<file path="config.mk">
export PLATFORM = sky130hd
export DESIGN_NAME = mse_count_mem
export DESIGN_NICKNAME = d
export VERILOG_FILES = /design/src/hdl/mse_pkg.sv /design/src/hdl/mse_count_mem.sv
export SDC_FILE = /design/constraint.sdc
export NUM_CORES = 1
export LEC_CHECK = 0
export BUFFER_PORTS_ARGS = -buffer_cell sky130_fd_sc_hd__buf_4
export CAP_MARGIN = 10
export CORE_MARGIN = 2
export CORE_UTILIZATION = 40
export CTS_CLUSTER_SIZE = 20
export DETAILED_ROUTE_END_ITERATION = 8
export PLACE_DENSITY = 0.52
export SYNTH_ARGS = -nofsm -noshare
export SYNTH_HDL_FRONTEND = slang
export SYNTH_SLANG_ARGS = --single-unit
</file>
<file path="constraint.sdc">
create_clock -name clk -period 2.2 [get_ports clk]
set_clock_uncertainty 0.05 [all_clocks]
set_input_delay 0.33 -clock clk [delete_from_list [all_inputs] [get_ports clk]]
set_output_delay 0.33 -clock clk [all_outputs]
set_load 0.005 [all_outputs]
</file>
<file path="src/hdl/mse_pkg.sv">
`timescale 1ns / 1ps
package mse_pkg;

  localparam int NUM_STACKS_DEF  = 16;
  localparam int STACK_DEPTH_DEF = 128;

  localparam int CNT_W  = 8;
  localparam int DATA_W = 32;
  localparam int CMD_W  = 2;
  localparam int IDX_W  = 4;
  localparam int STS_W  = 2;
  localparam int SIU_W  = 5;
  localparam int APB_AW = 3;
  localparam int APB_DW = 32;

  localparam logic [CMD_W-1:0] CMD_PUSH = 2'd0;
  localparam logic [CMD_W-1:0] CMD_POP  = 2'd1;
  localparam logic [CMD_W-1:0] CMD_PEEK = 2'd2;

  localparam logic [STS_W-1:0] ST_OK        = 2'd0;
  localparam logic [STS_W-1:0] ST_OVERFLOW  = 2'd1;
  localparam logic [STS_W-1:0] ST_UNDERFLOW = 2'd2;
  localparam logic [STS_W-1:0] ST_INVALID   = 2'd3;

  localparam logic REG_STACKS_IN_USE = 1'b0;

  localparam logic [SIU_W-1:0] STACKS_IN_USE_RST = 5'd16;

endpackage

</file>
<file path="src/hdl/mse_count_mem.sv">
`timescale 1ns / 1ps
module mse_count_mem
  import mse_pkg::*;
#(
  parameter int NUM_STACKS = NUM_STACKS_DEF,
  parameter int CNT_AW     = 4
) (
  input  logic              clk,
  input  logic              rst_n,
  input  logic              rd_en,
  input  logic [CNT_AW-1:0] rd_addr,
  output logic [CNT_W-1:0]  rd_count,
  input  logic              wr_en,
  input  logic [CNT_AW-1:0] wr_addr,
  input  logic [CNT_W-1:0]  wr_data
);

  logic [CNT_W-1:0]      cnt_mem [NUM_STACKS];
  logic [NUM_STACKS-1:0] valid_r;
  logic [CNT_W-1:0]      rd_data_r;
  logic                  rd_valid_r;

  always_ff @(posedge clk) begin
    if (!rst_n) begin
      valid_r <= '0;
    end else if (wr_en) begin
      valid_r[wr_addr] <= 1'b1;
    end
  end

  always_ff @(posedge clk) begin
    if (wr_en) begin
      cnt_mem[wr_addr] <= wr_data;
    end
  end

  always_ff @(posedge clk) begin
    if (rd_en) begin
      rd_data_r  <= cnt_mem[rd_addr];
      rd_valid_r <= valid_r[rd_addr];
    end
  end

  // unwritten entry reads as empty
  assign rd_count = rd_valid_r ? rd_data_r : '0;

endmodule

</file>
==> results.json <==
{
  "cts_tree": "built",
  "path_clk_slew_ns": 0.06,
  "async_reset_ff_share_pct": 0,
  "slew_viol_final": 0,
  "ir_drop_mv": 0.514,
  "final_cells": 530,
  "finalPower_w": 0.00597,
  "max_slew_margin_pct": 66.7,
  "cts_sinks": 153,
  "worstPathRequired_ns": 1.82,
  "pre_cts_ws_ns": 0.177,
  "design.core.area_um2": 14500,
  "numCtsBuffers": 17,
  "synth_nets": 300,
  "fp-row-count": 44,
  "drt-wirelength-per-cell_um": 22.3,
  "setup_tns_ns": 0,
  "synthesis.area_um2": 5890,
  "seqCellArea_um2": 4430,
  "ys.flop_type": "edfxtp_1",
  "p_leak_nw": 2.35,
  "hpwl_um": 7650,
  "postRouteAntennaNets": 0,
  "firstDrtPassIters": 4,
  "h-tree-depth": 4,
  "num-fill-cells": 1245,
  "synth_area_leader_cell": "edfxtp_1",
  "power.density_nw_per_um2": 867,
  "worstPathArrival_ns": 1.28,
  "grtUsageTotal_pct": 16.4,
  "drc_errors": 0,
  "clk_latency_ns": 0.42,
  "gp_congestion": 0.707,
  "cts-root-buf": "clkbuf_16",
  "dp.cells": 501,
  "synth_common_cells": "137 x edfxtp_1, 20 x mux4_2, 18 x a22oi_1",
  "ys_warn_count": 0,
  "yosys.area.top_type_share_pct": 69.8,
  "finalWirelength_um": 11800,
  "dieArea_um2": 15700,
  "avgSynthCellArea_um2": 21.0,
  "clockBufferDepth": 2,
  "synth_most_common_cell": "edfxtp_1",
  "synth_cells": 280,
  "setup_violations": 0,
  "multiInputGateArea_um2": 1340,
  "cp_max_fo": 8,
  "holdBufCountCts": 0,
  "portBuffers": 27,
  "io-pin-count": 28,
  "fin_crit_ns": 1.66,
  "vias_per_cell": 5.35,
  "worst_slack_ns": 0.538,
  "critical_path_class": "reg2out",
  "hold_class": "in2reg",
  "reg2reg_slack_ns": 0.65,
  "fmax_mhz": 602,
  "finalCritPeriodShare_pct": 75.6,
  "fin_util_pct": 47.5,
  "cap_violations": 0,
  "drt_first_iter_violations": 192,
  "critPathLaunchType": "register",
  "ys_seq_area_share_pct": 75.3,
  "hold_viol": 0,
  "overflow": 0,
  "antenna_cells": 0,
  "area_delta_synth_final_pct": 16.8,
  "drive_gt1_share_pct": 26.6,
  "postCtsSetupBuffers": 0,
  "antenna_found_initial": 0,
  "grt_pass1_vias": 3044,
  "ys_seq_elements": 153,
  "synth_edf_count": 137,
  "cts_resized": 0,
  "worst_slew_pin_slew_ns": 0.500,
  "grt_pass1_wl_um": 18500,
  "final_nets": 356,
  "yosys-top-cells-area": "edfxtp_1 70%, mux4_2 7.6%, mux4_1 7.1%",
  "die_w_um": 125,
  "rsz0062_at_grt": "false",
  "die_h_um": 125,
  "start_util_pct": 40.7,
  "grt_max_degree": 22,
  "status": "completed",
  "vias": 2836,
  "synth_cell_types": 24,
  "cp-end-kind": "primary output"
}
[final timing paths]
| kind | start | cells after the start | to |
|---|---|---|---|
| worst max register to register | cnt_mem[3][6] | 3 | rd_data_r[6] |
| worst max-delay path | rd_valid_r | 2 | rd_count[4] |
| worst min register to register | valid_r[9] | 1 | valid_r[9] |
| worst min-delay path | wr_data[7] | 1 | cnt_mem[5][7] |
[sequential cells by signal, indices dropped and copies added (netlist names)]
name	flops
cnt_mem	128
rd_data_r	8
rd_valid_r	1
valid_r	16
[metrics by stage]
step	hold WS, ns	cell area [µm²]
after global placement	0.390	6410
after detailed placement	0.397	6410
after floorplan	0.379	5890
final	0.166	6880
after global routing	0.168	6880
after CTS	0.156	6880
[cell families (layout without fill, tap and decap cells)]
family / count (synthesis) / count (layout) / share of synthesized area [%]
muxes: 36 / 36 / 14.8
buffers and inverters: 13 / 79 / 1.93
and+or+nand+nor: 44 / 44 / 3.70
DFF: 153 / 153 / 75.3
AOI/OAI and AO/OA: 34 / 34 / 4.33
[cell usage in the layout, fill, tap and decap left out]
cell | netlist | routed
clkbuf_16 | 0 | 17
mux4_1 | 16 | 16
nor2_1 | 13 | 13
dfxtp_1 | 16 | 16
nor3_1 | 4 | 4
buf_4 | 1 | 48
and2_1 | 9 | 9
edfxtp_1 | 137 | 137
o21a_1 | 16 | 16
nand3b_1 | 2 | 2
nor2b_1 | 1 | 1
nand3_1 | 1 | 1
or3b_2 | 1 | 1
clkinv_2 | 0 | 4
clkbuf_1 | 3 | 5
and2b_1 | 1 | 1
nand2b_1 | 2 | 2
buf_12 | 1 | 2
nand2_1 | 10 | 10
clkinv_1 | 0 | 3
a22oi_1 | 18 | 18
mux4_2 | 20 | 20
[worst max-delay path: stages, from the launching register on]
cell,delay (ns)
edfxtp_1,0.51
and2_1,0.22
buf_4,0.14
[per-layer routing]
| layer | GRT usage (%) | share of wire (%) |
|---|---|---|
| met5 | 0 | 0 |
| met4 | 7.25 | 2.0 |
| met3 | 4.07 | 3.0 |
| met2 | 26.7 | 49 |
| met1 | 21.0 | 46 |
[area by class of cell]
| class | instances | share of cell area, % |
|---|---|---|
| sequential | 153 | 64.4 |
| multi-input combinational | 114 | 19.5 |
| clock buffer | 22 | 6.45 |
| timing repair buffer | 50 | 5.82 |
| tap | 184 | 3.34 |
| clock inverter | 7 | 0.454 |
[power by group]
group	internal, W	switching [W]
clock	0.00140	0.00100
combinational	0.000144	0.000169
sequential	0.00324	0.0000187
No activity file was read; power rests on OpenSTA's default activity.
